--- src/hdl/sha256_block_hash_top_macros.svh ---
// ----------------------------------------------------------------------------
// SHA-256 block hash: assertion macros
// Clocked checks on clk, held off while rst is high. Empty in synthesis.
// ----------------------------------------------------------------------------
`ifndef SHA256_BLOCK_HASH_TOP_MACROS_SVH
`define SHA256_BLOCK_HASH_TOP_MACROS_SVH

`ifndef SYNTH

// property that must hold in the same cycle
`define SHABH_ASSERT(lbl, prop) \
  lbl: assert property (@(posedge clk) disable iff (rst) (prop)) \
    else $error("shabh check failed");

// consequence that must hold in the cycle after the antecedent
`define SHABH_ASSERT_NEXT(lbl, ante, cons) \
  lbl: assert property (@(posedge clk) disable iff (rst) (ante) |=> (cons)) \
    else $error("shabh sequence check failed");

`else

`define SHABH_ASSERT(lbl, prop)
`define SHABH_ASSERT_NEXT(lbl, ante, cons)

`endif

`endif

--- src/hdl/shabh_pkg.sv ---
// ----------------------------------------------------------------------------
// SHA-256 block hash: shared package
// Widths, queue item type, round constants and the SHA-256 mixing functions.
// ----------------------------------------------------------------------------
package shabh_pkg;

  localparam int WORD_W      = 32;
  localparam int BLOCK_WORDS = 16;
  localparam int SLOT_W      = 4;
  localparam int ROUND_W     = 6;
  localparam int NUM_INIT    = 8;
  localparam int DIG_IDX_W   = 3;
  localparam int CFG_IDX_W   = 4;
  localparam int QDEPTH      = 4;
  localparam int QPTR_W      = 2;
  localparam int QCNT_W      = 3;

  localparam logic [SLOT_W-1:0]    LAST_SLOT  = SLOT_W'(BLOCK_WORDS - 1);
  localparam logic [ROUND_W-1:0]   LAST_ROUND = '1;
  localparam logic [DIG_IDX_W-1:0] LAST_DIG   = DIG_IDX_W'(NUM_INIT - 1);

  // one classified message word on its way from front to back
  typedef struct packed {
    logic [WORD_W-1:0] word;
    logic [SLOT_W-1:0] slot;
    logic              load_init;
    logic              close_block;
    logic              emit;
  } item_t;

  function automatic logic [WORD_W-1:0] rotr(input logic [WORD_W-1:0] x,
                                             input int n);
    rotr = (x >> n) | (x << (WORD_W - n));
  endfunction

  function automatic logic [WORD_W-1:0] big_sigma0(input logic [WORD_W-1:0] x);
    big_sigma0 = rotr(x, 2) ^ rotr(x, 13) ^ rotr(x, 22);
  endfunction

  function automatic logic [WORD_W-1:0] big_sigma1(input logic [WORD_W-1:0] x);
    big_sigma1 = rotr(x, 6) ^ rotr(x, 11) ^ rotr(x, 25);
  endfunction

  function automatic logic [WORD_W-1:0] small_sigma0(input logic [WORD_W-1:0] x);
    small_sigma0 = rotr(x, 7) ^ rotr(x, 18) ^ (x >> 3);
  endfunction

  function automatic logic [WORD_W-1:0] small_sigma1(input logic [WORD_W-1:0] x);
    small_sigma1 = rotr(x, 17) ^ rotr(x, 19) ^ (x >> 10);
  endfunction

  // standard SHA-256 initial chaining values
  function automatic logic [WORD_W-1:0] init_value(input logic [DIG_IDX_W-1:0] i);
    case (i)
      3'd0: init_value = 32'h6a09e667;
      3'd1: init_value = 32'hbb67ae85;
      3'd2: init_value = 32'h3c6ef372;
      3'd3: init_value = 32'ha54ff53a;
      3'd4: init_value = 32'h510e527f;
      3'd5: init_value = 32'h9b05688c;
      3'd6: init_value = 32'h1f83d9ab;
      3'd7: init_value = 32'h5be0cd19;
      default: init_value = '0;
    endcase
  endfunction

  // round constants
  function automatic logic [WORD_W-1:0] round_k(input logic [ROUND_W-1:0] t);
    case (t)
      6'd0:  round_k = 32'h428a2f98;  6'd1:  round_k = 32'h71374491;
      6'd2:  round_k = 32'hb5c0fbcf;  6'd3:  round_k = 32'he9b5dba5;
      6'd4:  round_k = 32'h3956c25b;  6'd5:  round_k = 32'h59f111f1;
      6'd6:  round_k = 32'h923f82a4;  6'd7:  round_k = 32'hab1c5ed5;
      6'd8:  round_k = 32'hd807aa98;  6'd9:  round_k = 32'h12835b01;
      6'd10: round_k = 32'h243185be;  6'd11: round_k = 32'h550c7dc3;
      6'd12: round_k = 32'h72be5d74;  6'd13: round_k = 32'h80deb1fe;
      6'd14: round_k = 32'h9bdc06a7;  6'd15: round_k = 32'hc19bf174;
      6'd16: round_k = 32'he49b69c1;  6'd17: round_k = 32'hefbe4786;
      6'd18: round_k = 32'h0fc19dc6;  6'd19: round_k = 32'h240ca1cc;
      6'd20: round_k = 32'h2de92c6f;  6'd21: round_k = 32'h4a7484aa;
      6'd22: round_k = 32'h5cb0a9dc;  6'd23: round_k = 32'h76f988da;
      6'd24: round_k = 32'h983e5152;  6'd25: round_k = 32'ha831c66d;
      6'd26: round_k = 32'hb00327c8;  6'd27: round_k = 32'hbf597fc7;
      6'd28: round_k = 32'hc6e00bf3;  6'd29: round_k = 32'hd5a79147;
      6'd30: round_k = 32'h06ca6351;  6'd31: round_k = 32'h14292967;
      6'd32: round_k = 32'h27b70a85;  6'd33: round_k = 32'h2e1b2138;
      6'd34: round_k = 32'h4d2c6dfc;  6'd35: round_k = 32'h53380d13;
      6'd36: round_k = 32'h650a7354;  6'd37: round_k = 32'h766a0abb;
      6'd38: round_k = 32'h81c2c92e;  6'd39: round_k = 32'h92722c85;
      6'd40: round_k = 32'ha2bfe8a1;  6'd41: round_k = 32'ha81a664b;
      6'd42: round_k = 32'hc24b8b70;  6'd43: round_k = 32'hc76c51a3;
      6'd44: round_k = 32'hd192e819;  6'd45: round_k = 32'hd6990624;
      6'd46: round_k = 32'hf40e3585;  6'd47: round_k = 32'h106aa070;
      6'd48: round_k = 32'h19a4c116;  6'd49: round_k = 32'h1e376c08;
      6'd50: round_k = 32'h2748774c;  6'd51: round_k = 32'h34b0bcb5;
      6'd52: round_k = 32'h391c0cb3;  6'd53: round_k = 32'h4ed8aa4a;
      6'd54: round_k = 32'h5b9cca4f;  6'd55: round_k = 32'h682e6ff3;
      6'd56: round_k = 32'h748f82ee;  6'd57: round_k = 32'h78a5636f;
      6'd58: round_k = 32'h84c87814;  6'd59: round_k = 32'h8cc70208;
      6'd60: round_k = 32'h90befffa;  6'd61: round_k = 32'ha4506ceb;
      6'd62: round_k = 32'hbef9a3f7;  6'd63: round_k = 32'hc67178f2;
      default: round_k = '0;
    endcase
  endfunction

endpackage

--- src/hdl/shabh_if.sv ---
// ----------------------------------------------------------------------------
// SHA-256 block hash: channel interfaces
// Valid/ready channels for message words, digest words and register writes.
// ----------------------------------------------------------------------------

// message word channel
interface shabh_in_if;
  logic                            valid;
  logic                            ready;
  logic [shabh_pkg::WORD_W-1:0]    message_word;
  logic                            start_message;
  logic                            end_message;

  modport source (output valid, message_word, start_message, end_message,
                  input ready);
  modport sink   (input valid, message_word, start_message, end_message,
                  output ready);
endinterface

// digest word channel
interface shabh_out_if;
  logic                            valid;
  logic                            ready;
  logic [shabh_pkg::WORD_W-1:0]    digest_word;
  logic [shabh_pkg::DIG_IDX_W-1:0] digest_index;
  logic                            last_word;

  modport source (output valid, digest_word, digest_index, last_word,
                  input ready);
  modport sink   (input valid, digest_word, digest_index, last_word,
                  output ready);
endinterface

// register write channel
interface shabh_cfg_if;
  logic                            valid;
  logic                            ready;
  logic [shabh_pkg::CFG_IDX_W-1:0] index;
  logic [shabh_pkg::WORD_W-1:0]    data;

  modport source (output valid, index, data, input ready);
  modport sink   (input valid, index, data, output ready);
endinterface

--- src/hdl/shabh_front.sv ---
// ----------------------------------------------------------------------------
// SHA-256 block hash: front end
// Accepts message words, tracks the slot within the block and tags each item.
// ----------------------------------------------------------------------------
module shabh_front (
  input  logic                clk,
  input  logic                rst,
  shabh_in_if.sink            in_ch,
  input  logic                q_full,
  output logic                q_push,
  output shabh_pkg::item_t    q_item
);

  logic [shabh_pkg::SLOT_W-1:0] word_count;
  logic [shabh_pkg::SLOT_W-1:0] slot;
  logic                         close_block;

  // start of message restarts the block at slot zero
  always_comb begin
    slot        = in_ch.start_message ? '0 : word_count;
    close_block = (slot == shabh_pkg::LAST_SLOT);
  end

  assign in_ch.ready = !q_full;
  assign q_push      = in_ch.valid && !q_full;

  always_comb begin
    q_item.word        = in_ch.message_word;
    q_item.slot        = slot;
    q_item.load_init   = in_ch.start_message;
    q_item.close_block = close_block;
    q_item.emit        = in_ch.end_message && close_block;
  end

  // word position within the current block
  always_ff @(posedge clk) begin
    if (rst) begin
      word_count <= '0;
    end else if (q_push) begin
      word_count <= close_block ? '0 : slot + 1'b1;
    end
  end

endmodule

--- src/hdl/shabh_queue.sv ---
// ----------------------------------------------------------------------------
// SHA-256 block hash: item queue
// Short first-word-fall-through queue between front end and compression back.
// ----------------------------------------------------------------------------
`include "sha256_block_hash_top_macros.svh"

module shabh_queue (
  input  logic                clk,
  input  logic                rst,
  input  logic                push,
  input  shabh_pkg::item_t    push_item,
  output logic                full,
  input  logic                pop,
  output shabh_pkg::item_t    pop_item,
  output logic                empty
);

  shabh_pkg::item_t                entries [shabh_pkg::QDEPTH];
  logic [shabh_pkg::QPTR_W-1:0]    wr_ptr;
  logic [shabh_pkg::QPTR_W-1:0]    rd_ptr;
  logic [shabh_pkg::QCNT_W-1:0]    count;

  assign full     = (count == shabh_pkg::QCNT_W'(shabh_pkg::QDEPTH));
  assign empty    = (count == '0);
  assign pop_item = entries[rd_ptr];

  // storage
  always_ff @(posedge clk) begin
    if (push) begin
      entries[wr_ptr] <= push_item;
    end
  end

  // pointers and fill level
  always_ff @(posedge clk) begin
    if (rst) begin
      wr_ptr <= '0;
      rd_ptr <= '0;
      count  <= '0;
    end else begin
      if (push) begin
        wr_ptr <= wr_ptr + 1'b1;
      end
      if (pop) begin
        rd_ptr <= rd_ptr + 1'b1;
      end
      count <= count + shabh_pkg::QCNT_W'(push) - shabh_pkg::QCNT_W'(pop);
    end
  end

  `SHABH_ASSERT(a_q_no_overflow, !(full && push))
  `SHABH_ASSERT(a_q_no_underflow, !(empty && pop))
  `SHABH_ASSERT(a_q_ptr_match, (empty || full) |-> (wr_ptr == rd_ptr))

endmodule

--- src/hdl/shabh_back.sv ---
// ----------------------------------------------------------------------------
// SHA-256 block hash: compression back end
// Holds init and chaining words, runs 64 rounds per block, emits the digest.
// ----------------------------------------------------------------------------
`include "sha256_block_hash_top_macros.svh"

module shabh_back (
  input  logic                clk,
  input  logic                rst,
  shabh_cfg_if.sink           cfg_ch,
  shabh_out_if.source         out_ch,
  input  logic                q_empty,
  input  shabh_pkg::item_t    q_item,
  output logic                q_pop
);

  typedef enum logic [3:0] {
    ST_LOAD  = 4'b0001,
    ST_ROUND = 4'b0010,
    ST_FINAL = 4'b0100,
    ST_EMIT  = 4'b1000
  } state_t;

  state_t                                state;
  logic [shabh_pkg::ROUND_W-1:0]         round_count;
  logic                                  emit_pending;
  logic [shabh_pkg::DIG_IDX_W-1:0]       emit_idx;
  logic [shabh_pkg::WORD_W-1:0]          init_h        [shabh_pkg::NUM_INIT];
  logic [shabh_pkg::WORD_W-1:0]          chaining_hash [shabh_pkg::NUM_INIT];
  logic [shabh_pkg::WORD_W-1:0]          working_vars  [shabh_pkg::NUM_INIT];
  logic [shabh_pkg::WORD_W-1:0]          sched         [shabh_pkg::BLOCK_WORDS];
  logic                                  out_valid;
  logic [shabh_pkg::WORD_W-1:0]          out_word;
  logic [shabh_pkg::DIG_IDX_W-1:0]       out_idx;
  logic                                  out_last;

  logic                                  load_out;
  logic                                  cfg_hit;
  logic [shabh_pkg::WORD_W-1:0]          t1;
  logic [shabh_pkg::WORD_W-1:0]          t2;
  logic [shabh_pkg::WORD_W-1:0]          w_new;

  assign cfg_ch.ready = 1'b1;
  assign cfg_hit      = cfg_ch.valid &&
                        (cfg_ch.index < shabh_pkg::CFG_IDX_W'(shabh_pkg::NUM_INIT));

  assign q_pop    = (state == ST_LOAD) && !q_empty;
  assign load_out = (state == ST_EMIT) && (!out_valid || out_ch.ready);

  assign out_ch.valid        = out_valid;
  assign out_ch.digest_word  = out_word;
  assign out_ch.digest_index = out_idx;
  assign out_ch.last_word    = out_last;

  // one round: a..h live in working_vars[0..7], schedule word at sched[0]
  always_comb begin
    t1 = working_vars[7] + shabh_pkg::big_sigma1(working_vars[4])
       + ((working_vars[4] & working_vars[5]) ^ (~working_vars[4] & working_vars[6]))
       + shabh_pkg::round_k(round_count) + sched[0];
    t2 = shabh_pkg::big_sigma0(working_vars[0])
       + ((working_vars[0] & working_vars[1]) ^ (working_vars[0] & working_vars[2])
          ^ (working_vars[1] & working_vars[2]));
    w_new = sched[0] + shabh_pkg::small_sigma0(sched[1]) + sched[9]
          + shabh_pkg::small_sigma1(sched[14]);
  end

  // init registers
  always_ff @(posedge clk) begin
    if (rst) begin
      for (int i = 0; i < shabh_pkg::NUM_INIT; i++) begin
        init_h[i] <= shabh_pkg::init_value(shabh_pkg::DIG_IDX_W'(i));
      end
    end else if (cfg_hit) begin
      init_h[cfg_ch.index[shabh_pkg::DIG_IDX_W-1:0]] <= cfg_ch.data;
    end
  end

  // sequencer and chaining words
  always_ff @(posedge clk) begin
    if (rst) begin
      state        <= ST_LOAD;
      round_count  <= '0;
      emit_pending <= 1'b0;
      emit_idx     <= '0;
      for (int i = 0; i < shabh_pkg::NUM_INIT; i++) begin
        chaining_hash[i] <= shabh_pkg::init_value(shabh_pkg::DIG_IDX_W'(i));
      end
    end else begin
      case (state)
        ST_LOAD: begin
          if (q_pop) begin
            if (q_item.load_init) begin
              chaining_hash <= init_h;
            end
            if (q_item.close_block) begin
              round_count  <= '0;
              emit_pending <= q_item.emit;
              state        <= ST_ROUND;
            end
          end
        end
        ST_ROUND: begin
          round_count <= round_count + 1'b1;
          if (round_count == shabh_pkg::LAST_ROUND) begin
            state <= ST_FINAL;
          end
        end
        ST_FINAL: begin
          for (int i = 0; i < shabh_pkg::NUM_INIT; i++) begin
            chaining_hash[i] <= chaining_hash[i] + working_vars[i];
          end
          emit_idx <= '0;
          state    <= emit_pending ? ST_EMIT : ST_LOAD;
        end
        ST_EMIT: begin
          if (load_out) begin
            emit_idx <= emit_idx + 1'b1;
            if (emit_idx == shabh_pkg::LAST_DIG) begin
              state <= ST_LOAD;
            end
          end
        end
        default: state <= ST_LOAD;
      endcase
    end
  end

  // schedule window and working variables
  always_ff @(posedge clk) begin
    if (q_pop) begin
      sched[q_item.slot] <= q_item.word;
      if (q_item.close_block) begin
        working_vars <= chaining_hash;
      end
    end else if (state == ST_ROUND) begin
      for (int i = 0; i < shabh_pkg::BLOCK_WORDS - 1; i++) begin
        sched[i] <= sched[i + 1];
      end
      sched[shabh_pkg::BLOCK_WORDS - 1] <= w_new;
      working_vars[7] <= working_vars[6];
      working_vars[6] <= working_vars[5];
      working_vars[5] <= working_vars[4];
      working_vars[4] <= working_vars[3] + t1;
      working_vars[3] <= working_vars[2];
      working_vars[2] <= working_vars[1];
      working_vars[1] <= working_vars[0];
      working_vars[0] <= t1 + t2;
    end
  end

  // digest output register
  always_ff @(posedge clk) begin
    if (rst) begin
      out_valid <= 1'b0;
    end else if (load_out) begin
      out_valid <= 1'b1;
    end else if (out_ch.ready) begin
      out_valid <= 1'b0;
    end
  end

  always_ff @(posedge clk) begin
    if (load_out) begin
      out_word <= chaining_hash[emit_idx];
      out_idx  <= emit_idx;
      out_last <= (emit_idx == shabh_pkg::LAST_DIG);
    end
  end

  `SHABH_ASSERT_NEXT(a_rounds_to_fold, (state == ST_ROUND) && (round_count == shabh_pkg::LAST_ROUND), state == ST_FINAL)
  `SHABH_ASSERT_NEXT(a_last_digest_frees, load_out && (emit_idx == shabh_pkg::LAST_DIG), state == ST_LOAD)
  `SHABH_ASSERT(a_last_flag_index, out_valid |-> (out_last == (out_idx == shabh_pkg::LAST_DIG)))

endmodule

--- src/hdl/sha256_block_hash_top.sv ---
// ----------------------------------------------------------------------------
// SHA-256 block hash: top level
// Usage:
//   in_ch   padded message, one big-endian 32-bit word per item; sixteen words
//           make a block. start_message on the first word reloads the chaining
//           words from init_h0..init_h7; end_message on a block's sixteenth
//           word makes that block the last one of the message.
//   out_ch  after the last block, eight digest items, index 0 first, the
//           eighth flagged with last_word.
//   cfg_ch  writes init_h0..init_h7 at index 0..7; other indexes are ignored.
//           Write only while the block is idle; always ready.
// Throughput: in load, the back end takes one word a cycle from the queue while
//   it is not empty, then runs 64 rounds in one shared round unit and a fold
//   step, taking no new word until back in load. The round unit limits the rate.
// Output: once the last word of a message leaves the queue and its rounds and
//   fold are done, one digest item a cycle while the receiver takes them.
// Reset: init registers and chaining words return to the standard values,
//   the queue empties and the word count restarts.
// Stall: the output register holds its item; the four-entry queue keeps
//   taking words until full, then in_ch.ready drops.
// ----------------------------------------------------------------------------
module sha256_block_hash_top (
  input  logic          clk,
  input  logic          rst,
  shabh_in_if.sink      in_ch,
  shabh_out_if.source   out_ch,
  shabh_cfg_if.sink     cfg_ch
);

  logic                q_full;
  logic                q_empty;
  logic                q_push;
  logic                q_pop;
  shabh_pkg::item_t    push_item;
  shabh_pkg::item_t    pop_item;

  // word intake and classification
  shabh_front u_front (
    .clk    (clk),
    .rst    (rst),
    .in_ch  (in_ch),
    .q_full (q_full),
    .q_push (q_push),
    .q_item (push_item)
  );

  // decoupling queue
  shabh_queue u_queue (
    .clk       (clk),
    .rst       (rst),
    .push      (q_push),
    .push_item (push_item),
    .full      (q_full),
    .pop       (q_pop),
    .pop_item  (pop_item),
    .empty     (q_empty)
  );

  // compression and digest output
  shabh_back u_back (
    .clk     (clk),
    .rst     (rst),
    .cfg_ch  (cfg_ch),
    .out_ch  (out_ch),
    .q_empty (q_empty),
    .q_item  (pop_item),
    .q_pop   (q_pop)
  );

endmodule
--- src/flat_wrapper.sv ---
// flat-port wrapper written by rule: the top's interface ports become plain ports
module sha256_block_hash_top_flat 
  (clk, rst, in_ch_valid, in_ch_message_word, in_ch_start_message, in_ch_end_message, in_ch_ready, out_ch_valid, out_ch_digest_word, out_ch_digest_index, out_ch_last_word, out_ch_ready, cfg_ch_valid, cfg_ch_index, cfg_ch_data, cfg_ch_ready);
  shabh_in_if in_ch_i ();
  shabh_out_if out_ch_i ();
  shabh_cfg_if cfg_ch_i ();
  input  logic clk;
  input  logic rst;
  input wire logic [$bits(in_ch_i.valid)-1:0] in_ch_valid;
  input wire logic [$bits(in_ch_i.message_word)-1:0] in_ch_message_word;
  input wire logic [$bits(in_ch_i.start_message)-1:0] in_ch_start_message;
  input wire logic [$bits(in_ch_i.end_message)-1:0] in_ch_end_message;
  output wire logic [$bits(in_ch_i.ready)-1:0] in_ch_ready;
  output wire logic [$bits(out_ch_i.valid)-1:0] out_ch_valid;
  output wire logic [$bits(out_ch_i.digest_word)-1:0] out_ch_digest_word;
  output wire logic [$bits(out_ch_i.digest_index)-1:0] out_ch_digest_index;
  output wire logic [$bits(out_ch_i.last_word)-1:0] out_ch_last_word;
  input wire logic [$bits(out_ch_i.ready)-1:0] out_ch_ready;
  input wire logic [$bits(cfg_ch_i.valid)-1:0] cfg_ch_valid;
  input wire logic [$bits(cfg_ch_i.index)-1:0] cfg_ch_index;
  input wire logic [$bits(cfg_ch_i.data)-1:0] cfg_ch_data;
  output wire logic [$bits(cfg_ch_i.ready)-1:0] cfg_ch_ready;
  assign in_ch_i.valid = in_ch_valid;
  assign in_ch_i.message_word = in_ch_message_word;
  assign in_ch_i.start_message = in_ch_start_message;
  assign in_ch_i.end_message = in_ch_end_message;
  assign in_ch_ready = in_ch_i.ready;
  assign out_ch_valid = out_ch_i.valid;
  assign out_ch_digest_word = out_ch_i.digest_word;
  assign out_ch_digest_index = out_ch_i.digest_index;
  assign out_ch_last_word = out_ch_i.last_word;
  assign out_ch_i.ready = out_ch_ready;
  assign cfg_ch_i.valid = cfg_ch_valid;
  assign cfg_ch_i.index = cfg_ch_index;
  assign cfg_ch_i.data = cfg_ch_data;
  assign cfg_ch_ready = cfg_ch_i.ready;
  sha256_block_hash_top u_core (.clk(clk), .rst(rst), .in_ch(in_ch_i), .out_ch(out_ch_i), .cfg_ch(cfg_ch_i));
endmodule
--- config.mk ---
export PLATFORM = sky130hd
export DESIGN_NAME = sha256_block_hash_top_flat
export DESIGN_NICKNAME = d
export VERILOG_FILES = /design/src/hdl/shabh_pkg.sv /design/src/hdl/shabh_if.sv /design/src/hdl/shabh_front.sv /design/src/hdl/shabh_queue.sv /design/src/hdl/shabh_back.sv /design/src/hdl/sha256_block_hash_top.sv /design/src/flat_wrapper.sv
export VERILOG_INCLUDE_DIRS = /design/src /design/src/hdl
export SDC_FILE = /design/constraint.sdc
export NUM_CORES = 2
export LEC_CHECK = 0
export BUFFER_PORTS_ARGS = -buffer_cell sky130_fd_sc_hd__buf_4
export CORE_ASPECT_RATIO = 1.1
export CORE_MARGIN = 2
export CORE_UTILIZATION = 45
export CTS_BUF_LIST = sky130_fd_sc_hd__clkbuf_4 sky130_fd_sc_hd__clkbuf_8 sky130_fd_sc_hd__clkbuf_16
export DETAILED_ROUTE_END_ITERATION = 8
export SYNTH_ARGS = -nofsm -noshare
export SYNTH_HDL_FRONTEND = slang
export SYNTH_SLANG_ARGS = --single-unit
--- constraint.sdc ---
create_clock -name clk -period 15.98 [get_ports clk]
set_input_delay 1.598 -clock clk [delete_from_list [all_inputs] [get_ports clk]]
set_output_delay 1.598 -clock clk [all_outputs]
set_load 0.01 [all_outputs]
==> metrics.yaml <==
max_cap_violations: 0
mostFrequentLayoutCell: "nand2_1"
fmax_ghz: 0.115
nets: 9951
cp_max_fo: 6
slowest_stage: "edfxtp_1"
routedWlPerCell_um: 28.4
final_cell_mix: "2573 x nand2_1, 960 x edfxtp_1, 604 x a21oi_1"
slew-limit-headroom_pct: 11.6
fp.dieW_um: 427
dr_total_vias: 71900
cts_hold_buffers: 0
grt_pass1_vias: 69100
synth-seq-cells: 1532
syn_nets: 10100
crit_required_ns: 16.56
htreeDepth: 4
async_reset_ff_share_pct: 0
outcome: "complete, no violations"
tightestPinTransition_ns: 1.33
gp_congestion: 0.986
routed_via_density: 5.99
clk_path_buf_depth: 3
crit_arrival_ns: 9.30
drt-total-wl_um: 341000
critical_path.max_stage_delay_ns: 0.65
cts_tree: "yes"
rsz0062_at_grt: "no"
clk_pin_slew_ns: 0.06
ys_seq_area_share_pct: 45.5
numPortBuffers: 112
die_y_um: 469
io_pins: 114
syn_area_mm2: 0.0885
synth_top_flop_cell: "edfxtp_1"
root_buffer: "clkbuf_16"
synth_cells: 9458
cts_buffers: 170
clock-sinks: 1532
drive_gt1_share_pct: 8.18
dr.pass1.iters: 5
dp_hpwl_um: 245000
grt_max_degree: 237
finalMaxSlewViolations: 0
synth_edf_count: 960
cts_setup_buffers: 0
drtIter0Drc: 7486
ys_types: 101
core_area_mm2: 0.195
yosysWarnings: 0
tns_ns: 0
start_util_pct: 45.3
start_kind: "flip-flop"
crit_path_end_kind: "flip-flop"
min_path_type: "flip-flop to flip-flop"
setup_viol: 0
hold_violations: 0
rows: 170
insertion_delay_ns: 0.87
cts_resized: 0
syn_area_per_cell_um2: 9.36
worstHoldPathCells: 2
fin_skew_ns: 0.0386
antenna_found_initial: 18
period_minus_slack_ns: 8.72
drc: 0
path_class: "flip-flop to flip-flop"
grt_pass1_wl_um: 491000
overflow: 0
finalCritPeriodShare_pct: 54.6
track_usage_pct: 33.7
detail-route-antenna-nets: 0
syn_to_final_growth_pct: 10.0
reg2reg_depth: 30
die_area_mm2: 0.200
-- flip-flops by register name (all words and copies together), names as in the netlist, named ones only --
name and count:
u_core.u_back.round_count 6, u_core.u_back.sched 512, u_core.u_back.init_h 256, u_core.u_back.chaining_hash 256, u_core.u_back.emit_idx 3, u_core.u_front.word_count 4, u_core.u_back.out_ch.last_word 1, u_core.u_back.out_ch.digest_index 3
u_core.u_queue.wr_ptr 2, u_core.u_queue.entries 156, u_core.u_back.emit_pending 1, u_core.u_back.out_ch.digest_word 32, u_core.u_queue.rd_ptr 2, u_core.u_back.out_ch.valid 1, u_core.u_queue.count 3, u_core.u_back.state 4
u_core.u_back.working_vars 256
-- final timing paths --
path / from / end / slack (ns)
hold reg to reg: u_core.u_back.init_h[241]$_SDFFE_PP0P_ / u_core.u_back.init_h[241]$_SDFFE_PP0P_ / 0.45
setup / recovery: u_core.u_back.working_vars[123]$_DFFE_PP_ / u_core.u_back.working_vars[247]$_DFFE_PP_ / 7.26
setup reg to reg: u_core.u_back.working_vars[123]$_DFFE_PP_ / u_core.u_back.working_vars[247]$_DFFE_PP_ / 7.26
hold / removal: u_core.u_back.init_h[241]$_SDFFE_PP0P_ / u_core.u_back.init_h[241]$_SDFFE_PP0P_ / 0.45
-- critical path: cells and delay by family (launching register included) --
family / cells / cell delay, ns
AOI/OAI and AO/OA: 10 / 2.65
adders and majority gates: 6 / 2.62
and+or+nand+nor: 7 / 1.50
xor gates and xnor gates: 3 / 0.74
DFF: 1 / 0.65
buffers and inverters: 4 / 0.27
-- cells in the mapped netlist (174+ instances only) --
library cell | number | area share [%]
xor2_1 | 174 | 1.7
nand2_1 | 2579 | 11
clkbuf_1 | 470 | 2.0
edfxtp_1 | 960 | 33
ha_1 | 401 | 5.7
a21o_1 | 214 | 1.8
xnor2_1 | 390 | 3.9
o21ai_0 | 474 | 2.7
fa_1 | 196 | 4.4
a21oi_1 | 605 | 3.4
dfxtp_1 | 572 | 13
inv_1 | 346 | 1.5
nand3_1 | 215 | 1.2
nor2_1 | 443 | 1.9
-- logic make-up (layout without fill, tap and decap cells) --
kind of cell,Yosys count,count (layout),share of synthesized area [%]
flip-flops,1532,1532,45.5
AND/OR/NAND/NOR,3650,3650,17.0
buffers and inverters,928,892,4.09
AO/OA/AOI/OAI,1995,1995,14.0
XOR/XNOR,565,565,5.61
other,1,6,0.00424
adder cells (fa/ha/maj),600,600,10.1
multiplexers,187,187,3.65
-- through the flow --
step / cell area (um^2) / std cells / utilization (%) / hold WS, ns / setup WS [ns]
final: 97400 / 12000 / 49.9 / 0.454 / 7.26
after global routing: 97400 / 12000 / 49.9 / 0.470 / 6.67
after CTS: 97400 / 12000 / 49.9 / 0.454 / 7.28
after detailed placement: 91500 / 11700 / 46.9 / 0.445 / 7.31
after global placement: 91500 / 11700 / 46.9 / 0.441 / 7.27
after floorplan: 88500 / 9458 / - / 0.433 / 8.64
-- area by class of cell --
cell class	instances	area, um^2
fill	18100	97900
multi-input combinational	6998	44900
sequential	1532	40300
clock buffer	233	4950
tap	2580	3230
timing repair buffer	225	1770
inverter	352	1340
clock inverter	82	916
antenna	5	12.5
-- routing by layer --
| metal | vias up | GRT usage, % | routed length (um) |
|---|---|---|---|
| met5 | - | 0 | 118 |
| met4 | 16 | 20.5 | 24200 |
| met3 | 769 | 6.03 | 25000 |
| met2 | 3055 | 55.0 | 159000 |
| met1 | 35600 | 41.5 | 133000 |
| li1 | 32500 | - | - |
Power is left out: the tool's default activity adds up to more than one toggle a clock period on the data nets, which glitch-free logic cannot reach.
